==> config.mk <==
export PLATFORM = sky130hd
export DESIGN_NAME = sorted_insertion_list
export DESIGN_NICKNAME = d
export VERILOG_FILES = /design/src/rtl/sil_pkg.sv /design/src/rtl/sil_cell.sv /design/src/rtl/sorted_insertion_list.sv
export SDC_FILE = /design/constraint.sdc
export NUM_CORES = 2
export LEC_CHECK = 0
export ABC_AREA = 1
export ABC_CLOCK_PERIOD_IN_PS = 7300
export BUFFER_PORTS_ARGS = -buffer_cell sky130_fd_sc_hd__buf_2
export CAP_MARGIN = 0
export CORE_AREA = 2 2 399 401
export DETAILED_ROUTE_END_ITERATION = 8
export DIE_AREA = 0 0 401 403
export GPL_TIMING_DRIVEN = 1
export REMOVE_ABC_BUFFERS = 1
export SLEW_MARGIN = 20
export SYNTH_ARGS = -nofsm -noshare
export SYNTH_HDL_FRONTEND = slang
export SYNTH_SLANG_ARGS = --single-unit
==> constraint.sdc <==
create_clock -name clk -period 7.3 [get_ports clk]
set_input_delay 0.365 -clock clk [delete_from_list [all_inputs] [get_ports clk]]
set_output_delay 0.365 -clock clk [all_outputs]
set_load 0.005 [all_outputs]
==> src/rtl/sil_pkg.sv <==
`timescale 1ns / 1ps

package sil_pkg;

	localparam int KEY_W = 32;
	localparam int POS_W = 4;
	localparam int OUT_CNT_W = 5;

	typedef enum logic [1:0] {
		OP_INSERT = 2'd0,
		OP_REMOVE = 2'd1,
		OP_READ   = 2'd2
	} op_t;

	typedef enum logic [1:0] {
		ST_OK       = 2'd0,
		ST_FULL     = 2'd1,
		ST_PAST_END = 2'd2
	} status_t;

	// command broadcast from the controller to every cell of the chain
	typedef struct packed {
		logic             ins;
		logic             del;
		logic [KEY_W-1:0] key;
	} sil_cmd_t;

	// signed order of two keys: true when a <= b
	function automatic logic key_le(input logic [KEY_W-1:0] a, input logic [KEY_W-1:0] b);
		key_le = $signed(a) <= $signed(b);
	endfunction

endpackage

==> src/rtl/sil_cell.sv <==
`timescale 1ns / 1ps

module sil_cell
	import sil_pkg::*;
(
	input  logic             clk,
	input  sil_cmd_t         cmd,
	input  logic             occ,
	input  logic [KEY_W-1:0] left_key,
	input  logic             left_le,
	input  logic [KEY_W-1:0] right_key,
	output logic [KEY_W-1:0] key,
	output logic             le,
	output logic             eq
);

	logic [KEY_W-1:0] key_q;
	logic             ge;

	// compare the held entry with the broadcast key
	always_comb begin
		le = occ && key_le(key_q, cmd.key);
		ge = occ && key_le(cmd.key, key_q);
		eq = occ && (key_q == cmd.key);
	end

	assign key = key_q;

	// insert: cells past the slot shift right, the slot takes the new key
	// remove: cells at or above the key shift left by one
	always_ff @(posedge clk) begin
		if (cmd.ins && !le) begin
			key_q <= left_le ? cmd.key : left_key;
		end else if (cmd.del && ge) begin
			key_q <= right_key;
		end
	end

endmodule

==> src/rtl/sorted_insertion_list.sv <==
`timescale 1ns / 1ps

// Sorted insertion list: holds up to CAPACITY signed 32-bit keys in ascending
// order in a row of cells, each with one entry, a comparator and links to its
// two neighbors. Insert, read and the unused operation code finish as they are
// accepted, so such words are accepted back to back while the result word is
// taken. A remove first takes the key; then the chain closes the gap by one
// place per cycle, once for each entry equal to the key, and a last step sees
// that no equal entry is left. The result word is registered and appears
// the cycle after the operation finishes. An insert into a full list is
// refused with status full; a read at or beyond the count gives status past
// end and a zero value. Counts are reported as their low five bits.
module sorted_insertion_list
	import sil_pkg::*;
#(
	parameter int CAPACITY = 16
) (
	input  logic        clk,
	input  logic        arst_n,
	input  logic        s_axis_tvalid,
	output logic        s_axis_tready,
	input  logic [39:0] s_axis_tdata,  // key_value[31:0], position[35:32], zero pad
	input  logic [1:0]  s_axis_tuser,  // operation[1:0]
	output logic        m_axis_tvalid,
	input  logic        m_axis_tready,
	output logic [47:0] m_axis_tdata,  // read_value[31:0], removed_count[36:32],
	                                    // entry_count[41:37], is_empty[42], zero pad
	output logic [1:0]  m_axis_tuser   // status[1:0]
);

	localparam int CNT_W = $clog2(CAPACITY + 1);
	localparam int CW    = (CNT_W > POS_W) ? CNT_W : POS_W;
	localparam int RD_N  = (CAPACITY < (1 << POS_W)) ? CAPACITY : (1 << POS_W);
	localparam int RD_IW = $clog2(RD_N);

	typedef enum logic {
		S_IDLE,
		S_REMOVE
	} state_t;

	state_t             state_q;
	logic [CNT_W-1:0]   count_q;
	logic [CNT_W-1:0]   removed_q;
	logic [KEY_W-1:0]   op_key_q;
	logic               m_valid_q;
	status_t            m_status_q;
	logic [KEY_W-1:0]   m_value_q;
	logic [OUT_CNT_W-1:0] m_removed_q;
	logic [OUT_CNT_W-1:0] m_entry_q;
	logic               m_empty_q;

	sil_cmd_t           cmd;
	logic [KEY_W-1:0]   key_vec [CAPACITY];
	logic [CAPACITY-1:0] le_vec;
	logic [CAPACITY-1:0] eq_vec;
	logic [CAPACITY-1:0] occ_vec;
	logic [KEY_W-1:0]   rd_taps [RD_N];

	logic               acc;
	logic               full;
	logic               any_eq;
	logic               past_end;
	op_t                op;
	logic [KEY_W-1:0]   in_key;
	logic [POS_W-1:0]   in_pos;
	logic [CNT_W-1:0]   count_inc;
	logic [CNT_W-1:0]   count_dec;
	logic [CNT_W-1:0]   removed_inc;

	logic               res_load;
	status_t            res_status;
	logic [KEY_W-1:0]   res_value;
	logic [OUT_CNT_W-1:0] res_removed;
	logic [OUT_CNT_W-1:0] res_entry;
	logic               res_empty;

	assign op     = op_t'(s_axis_tuser);
	assign in_key = s_axis_tdata[KEY_W-1:0];
	assign in_pos = s_axis_tdata[KEY_W+POS_W-1:KEY_W];

	assign s_axis_tready = (state_q == S_IDLE) && (!m_valid_q || m_axis_tready);
	assign acc           = s_axis_tvalid && s_axis_tready;
	assign full          = count_q >= CNT_W'(CAPACITY);
	assign any_eq        = |eq_vec;
	assign count_inc     = count_q + 1'b1;
	assign count_dec     = count_q - 1'b1;
	assign removed_inc   = removed_q + 1'b1;

	// broadcast the operation to the chain
	always_comb begin
		cmd.key = (state_q == S_REMOVE) ? op_key_q : in_key;
		cmd.ins = acc && (op == OP_INSERT) && !full;
		cmd.del = (state_q == S_REMOVE) && any_eq;
	end

	// build the chain of cells
	for (genvar i = 0; i < CAPACITY; i++) begin : g_cell
		logic [KEY_W-1:0] left_key;
		logic             left_le;
		logic [KEY_W-1:0] right_key;

		assign occ_vec[i] = CNT_W'(i) < count_q;

		if (i == 0) begin : g_first
			assign left_key = '0;
			assign left_le  = 1'b1;
		end else begin : g_inner_l
			assign left_key = key_vec[i-1];
			assign left_le  = le_vec[i-1];
		end

		if (i == CAPACITY - 1) begin : g_last
			assign right_key = '0;
		end else begin : g_inner_r
			assign right_key = key_vec[i+1];
		end

		sil_cell u_cell (
			.clk       (clk),
			.cmd       (cmd),
			.occ       (occ_vec[i]),
			.left_key  (left_key),
			.left_le   (left_le),
			.right_key (right_key),
			.key       (key_vec[i]),
			.le        (le_vec[i]),
			.eq        (eq_vec[i])
		);
	end

	// read taps: only the first positions are reachable
	for (genvar j = 0; j < RD_N; j++) begin : g_tap
		assign rd_taps[j] = key_vec[j];
	end

	assign past_end = (CW'(in_pos) >= CW'(count_q)) || (32'(in_pos) >= 32'(CAPACITY));

	// form the result word of the operation that finishes this cycle
	always_comb begin
		res_load    = 1'b0;
		res_status  = ST_OK;
		res_value   = '0;
		res_removed = '0;
		res_entry   = OUT_CNT_W'(count_q);
		res_empty   = (count_q == '0);
		if (state_q == S_REMOVE) begin
			res_load    = !any_eq;
			res_removed = OUT_CNT_W'(removed_q);
		end else if (acc) begin
			case (op)
				OP_INSERT: begin
					res_load = 1'b1;
					if (full) begin
						res_status = ST_FULL;
					end else begin
						res_entry = OUT_CNT_W'(count_inc);
						res_empty = 1'b0;
					end
				end
				OP_REMOVE: begin
					res_load = 1'b0;
				end
				OP_READ: begin
					res_load = 1'b1;
					if (past_end) begin
						res_status = ST_PAST_END;
					end else begin
						res_value = rd_taps[in_pos[RD_IW-1:0]];
					end
				end
				default: begin
					res_load = 1'b1;
				end
			endcase
		end
	end

	// sequence the operation and hold the result word
	always_ff @(posedge clk or negedge arst_n) begin
		if (!arst_n) begin
			state_q     <= S_IDLE;
			count_q     <= '0;
			removed_q   <= '0;
			op_key_q    <= '0;
			m_valid_q   <= 1'b0;
			m_status_q  <= ST_OK;
			m_value_q   <= '0;
			m_removed_q <= '0;
			m_entry_q   <= '0;
			m_empty_q   <= 1'b1;
		end else begin
			if (res_load) begin
				m_valid_q   <= 1'b1;
				m_status_q  <= res_status;
				m_value_q   <= res_value;
				m_removed_q <= res_removed;
				m_entry_q   <= res_entry;
				m_empty_q   <= res_empty;
			end else if (m_valid_q && m_axis_tready) begin
				m_valid_q <= 1'b0;
			end
			case (state_q)
				S_IDLE: begin
					if (acc) begin
						case (op)
							OP_INSERT: begin
								if (!full) begin
									count_q <= count_inc;
								end
							end
							OP_REMOVE: begin
								op_key_q  <= in_key;
								removed_q <= '0;
								state_q   <= S_REMOVE;
							end
							default: begin
							end
						endcase
					end
				end
				S_REMOVE: begin
					if (any_eq) begin
						count_q   <= count_dec;
						removed_q <= removed_inc;
					end else begin
						state_q <= S_IDLE;
					end
				end
				default: begin
					state_q <= S_IDLE;
				end
			endcase
		end
	end

	assign m_axis_tvalid = m_valid_q;
	assign m_axis_tuser  = m_status_q;
	assign m_axis_tdata  = {5'd0, m_empty_q, m_entry_q, m_removed_q, m_value_q};

	// count never exceeds the capacity
	a_count_bound: assert property (@(posedge clk) disable iff (!arst_n)
		count_q <= CNT_W'(CAPACITY))
		else $error("entry count above capacity");

	// no new word is taken while a remove is closing its gap
	a_busy_stall: assert property (@(posedge clk) disable iff (!arst_n)
		(state_q == S_REMOVE) |-> !s_axis_tready)
		else $error("input accepted during remove");

	// an accepted insert into a list with room grows the count by one
	a_insert_grow: assert property (@(posedge clk) disable iff (!arst_n)
		(acc && (op == OP_INSERT) && !full) |=> (count_q == $past(count_inc)))
		else $error("insert did not grow the count");

	// each remove step drops exactly one entry and counts it
	a_remove_step: assert property (@(posedge clk) disable iff (!arst_n)
		((state_q == S_REMOVE) && any_eq) |=>
		((count_q == $past(count_dec)) && (removed_q == $past(removed_inc))))
		else $error("remove step out of step with its count");

	// a failed read carries a zero value
	a_past_end_zero: assert property (@(posedge clk) disable iff (!arst_n)
		(m_valid_q && (m_status_q == ST_PAST_END)) |-> (m_value_q == '0))
		else $error("past-end read with nonzero value");

endmodule

==> flow_metrics.env <==
export IMPL_design_die_area_um2=161600
export IMPL_chipHeight_um=403
export IMPL_place_congestion=1.078
export IMPL_grt_overflow_total=0
export IMPL_routed_wire_length_per_instance_um=27.68
export IMPL_design_core_area_um2=157500
export IMPL_timing_max_cap_violations=0
export IMPL_cts_tree="built"
export IMPL_period_minus_slack_ps=6784
export IMPL_yosysWarningCount=0
export IMPL_critPathSlowestCell="sky130_fd_sc_hd__inv_1"
export IMPL_ys_ff_latch=601
export IMPL_globalRouteTotalUtil=0.3337
export IMPL_postPlaceCellArea_um2=58140
export IMPL_worstPathArrival_ps=7240
export IMPL_vias_per_cell=5.775
export IMPL_worst_setup_path_end_kind="register"
export IMPL_pnr_worst_setup_slack_ps=515.9
export IMPL_slew_violations=0
export IMPL_dp_final_hpwl_um=212500
export IMPL_grt_antenna_before_repair=30
export IMPL_startpoint_type="register"
export IMPL_worst_setup_hold_path_clk_slew_ps=60
export IMPL_grt_start_max_net_pins=165
export IMPL_route_vias_total=58040
export IMPL_place_detailed_instances=9849
export IMPL_crit_type="register to register"
export IMPL_cell_area_after_layout_um2=61240
export IMPL_worst_path_most_repeated_cell="sky130_fd_sc_hd__nand2_1"
export IMPL_clk_latency_ps=710
export IMPL_maximum_ir_drop_on_the_vdd_rail_mv=0.2073
export IMPL_slowest_delay_ps=780
export IMPL_netlist_area_um2=54880
export IMPL_cp_depth=18
export IMPL_reg_to_reg_endpoint="g_cell[3].u_cell.key[14]"
export IMPL_report_final_setup_viol=0
export IMPL_drt_first_pass_iters=8
export IMPL_relSlewSlack=0.06680
export IMPL_synth_seq_area_share=0.3207
export IMPL_worstSetupStartpoint="state_q"
export IMPL_row_count=146
export IMPL_post_cts_setup_buffer_count=0
export IMPL_r2r_start="state_q"
export IMPL_cts_made_buffers=80
export IMPL_worst_r2r_path_depth=18
export IMPL_grt_pass1_vias=54480
export IMPL_drtAntennaViolNets=0
export IMPL_synth_top_cells_by_area="sky130_fd_sc_hd__edfxtp_1 (28%), sky130_fd_sc_hd__nand2_1 (20%), sky130_fd_sc_hd__ha_1 (16%), sky130_fd_sc_hd__nand3_1 (6.9%), sky130_fd_sc_hd__inv_1 (5.0%)"
export IMPL_flow_area_growth_from_synthesis_pct=11.59
export IMPL_detail_route_iter0_violations=7677
export IMPL_synth_largest_area_cell="sky130_fd_sc_hd__edfxtp_1"
export IMPL_tcrit_tclk_final=0.9293
export IMPL_pin_count=98
export IMPL_worstHoldPathType="input port to asynchronous set/reset pin"
export IMPL_timing_hold_violations_final=0
export IMPL_cells_after_synthesis=7871
export IMPL_drive_above_1_share=0.07086
export IMPL_finalClockSkew_ps=38.74
export IMPL_layout_net_count=8631
export IMPL_drc=0
export IMPL_cts_htree_levels=3
export IMPL_io_buffer_count=88
export IMPL_run_status="complete, no violations"
export IMPL_critPathRequiredTime_ps=7760
export IMPL_transition_time_at_the_pin_with_the_least_slew_margin_ps=1378
export IMPL_die_w_um=401
export IMPL_power_per_cell_area_nw_per_um2=355.2
export IMPL_routed_wl_um=278200
export IMPL_cellLeakagePower_nw=30.48
export IMPL_setup_repair_after_global_routing_missed_its_margin="no"
export IMPL_floorplan_initialDensity=0.3485
export IMPL_path_cells="inv_1 > or2_2 > o21ai_1 > inv_1 > buf_4 > ha_1 > nand2_1 > nor4_1 > nand2_1 > nand2_1 > nand2_1 > nand3_1 > buf_4 > nand2_2 > nand2_2 > clkinvlp_4 > nand2_1 > nand2_1"
export IMPL_synth_cell_type_count=51
export IMPL_regToRegSetupSlack_ps=520
export IMPL_synth_area_per_cell_um2=6.973
export IMPL_final_instance_count_excl_fill=10050
export IMPL_worst_setup_slack_post_dpl_ps=651.0
export IMPL_yosysTopAreaCellShare=0.2801
export IMPL_critPathBufInv=5
export IMPL_critical_path_max_fanout=35
export IMPL_hold_slack_ps=91.52
export IMPL_number_of_buffers_between_clock_root_and_the_deepest_sink=3
export IMPL_number_of_clock_sinks=601
export IMPL_ctsRootBufferMaster="sky130_fd_sc_hd__clkbuf_16"
export IMPL_critPathTopFamily="buffers and inverters"
export IMPL_setup_worst_path_end="g_cell[3].u_cell.key[14]"
export IMPL_grt_pass1_wl_um=390500
export IMPL_nFillCells=16810
export IMPL_max_freq_ghz=0.1474
-- report_power, final --
part	switching [mW]	internal, mW	leakage, nW
Combinational	9.32	3.57	23.4
Sequential	0.416	4.26	5.80
Clock	1.79	2.39	1.29
-- worst register-to-register path, stage by stage (launching register included) --
cell and delay (ps):
sky130_fd_sc_hd__dfrtp_2 500, sky130_fd_sc_hd__inv_1 760, sky130_fd_sc_hd__or2_2 240, sky130_fd_sc_hd__o21ai_1 80, sky130_fd_sc_hd__inv_1 780, sky130_fd_sc_hd__buf_4 410, sky130_fd_sc_hd__ha_1 200, sky130_fd_sc_hd__nand2_1 150
sky130_fd_sc_hd__nor4_1 600, sky130_fd_sc_hd__nand2_1 140, sky130_fd_sc_hd__nand2_1 80, sky130_fd_sc_hd__nand2_1 60, sky130_fd_sc_hd__nand3_1 70, sky130_fd_sc_hd__buf_4 370, sky130_fd_sc_hd__nand2_2 510, sky130_fd_sc_hd__nand2_2 720
sky130_fd_sc_hd__clkinvlp_4 600, sky130_fd_sc_hd__nand2_1 190, sky130_fd_sc_hd__nand2_1 70
-- through the flow --
| stage | setup TNS (ps) | power (mW) | utilization |
|---|---|---|---|
| 2_1_floorplan | -16150 | 11.66 | - |
| 3_3_place_gp | 0 | 16.95 | 0.3691 |
| 4_1_cts | 0 | 21.30 | 0.3882 |
| 3_5_place_dp | 0 | 17.09 | 0.3692 |
| 6_report | 0 | 21.76 | 0.3889 |
| 5_1_grt | 0 | 22.86 | 0.3886 |
-- cells in the mapped netlist, drive strengths merged --
master,count
nand2,2898
a21oi,409
and2,13
dfrtp,88
or2,36
nor3,59
a21boi,1
nor2,414
o21bai,2
mux2i,1
buf,112
nand4,197
dfstp,1
o311ai,32
o21ai,407
xor2,4
a21o,25
a211oi,31
a31o,1
nand3b,5
nor3b,7
conb,1
nand3,763
o21a,20
o31ai,1
ha,686
or3b,1
clkinv,2
and3,2
inv,746
a31oi,2
nor4,5
o221ai,31
clkbuf,290
mux2,32
edfxtp,512
o211ai,34
-- logic make-up (layout without fill, tap and decap cells) --
| group | after synthesis | count (layout) | share of synthesized area |
|---|---|---|---|
| compound gates | 996 | 996 | 0.1011 |
| flops | 601 | 601 | 0.3207 |
| mux | 33 | 33 | 0.006748 |
| xor+xnor | 4 | 4 | 0.0006383 |
| simple gates | 4400 | 4400 | 0.3331 |
| buf+inv | 1150 | 1234 | 0.08116 |
| fa+ha+maj | 686 | 686 | 0.1564 |
| other cells | 1 | 24 | 0.00006833 |
-- area by class of cell --
| class | count | area, µm² | area share |
|---|---|---|---|
| well taps | 2072 | 2592 | 0.04233 |
| repair buffers | 343 | 2635 | 0.04303 |
| clock buffers | 100 | 2213 | 0.03614 |
| diodes | 19 | 47.55 | 0.0007763 |
| clock inverters | 42 | 416.7 | 0.006803 |
| multi-input cells | 6124 | 32910 | 0.5374 |
| repair inverters | 1 | 7.507 | 0.0001226 |
| inverters | 748 | 2811 | 0.04591 |
| flip-flops and latches | 601 | 17600 | 0.2875 |
-- worst min-delay path by stage --
stage | start | end | slack (ps) | depth (start not counted)
6_report | arst_n | state_q | 90 | 2
5_1_grt | arst_n | state_q | 120 | 2
4_1_cts | arst_n | state_q | 90 | 2
3_5_place_dp | arst_n | state_q | 310 | 1
3_3_place_gp | arst_n | state_q | 310 | 1
2_1_floorplan | arst_n | count_q[0] | 70 | 0
-- state kept, by name, indices dropped and copies added, names as in the netlist --
register / flops
m_value_q: 32
m_empty_q: 1
removed_q: 5
m_entry_q: 5
m_axis_tuser: 2
state_q: 1
m_removed_q: 5
m_axis_tvalid: 1
op_key_q: 32
g_cell.u_cell.key: 512
count_q: 5
-- routing by layer --
metal  global-route usage  share of wire
met3              0.08470           0.11
met4               0.2103          0.071
met1               0.4250           0.39
met2               0.5038           0.43
met5                    0        0.00054
-- cell usage in the layout, fill, tap and decap left out, drive strengths merged, types with 33 or more instances in the layout --
| master | instances |
|---|---|
| a21oi | 409 |
| buf | 307 |
| clkbuf | 100 |
| clkinv | 33 |
| dfrtp | 88 |
| dlygate4sd3 | 36 |
| edfxtp | 512 |
| ha | 686 |
| inv | 747 |
| nand2 | 2898 |
| nand3 | 763 |
| nand4 | 197 |
| nor2 | 414 |
| nor3 | 59 |
| o211ai | 34 |
| o21ai | 407 |
| or2 | 36 |
-- repair_timing --
| action | 4_1_cts | 5_1_grt |
|---|---|---|
| endpoints found under the hold margin | 55 | 0 |
| gates resized for setup | 0 | 2 |
| endpoints found under the setup margin | 0 | 32 |
| hold buffers | 36 | 0 |
Power figures use the tool's default switching activity.
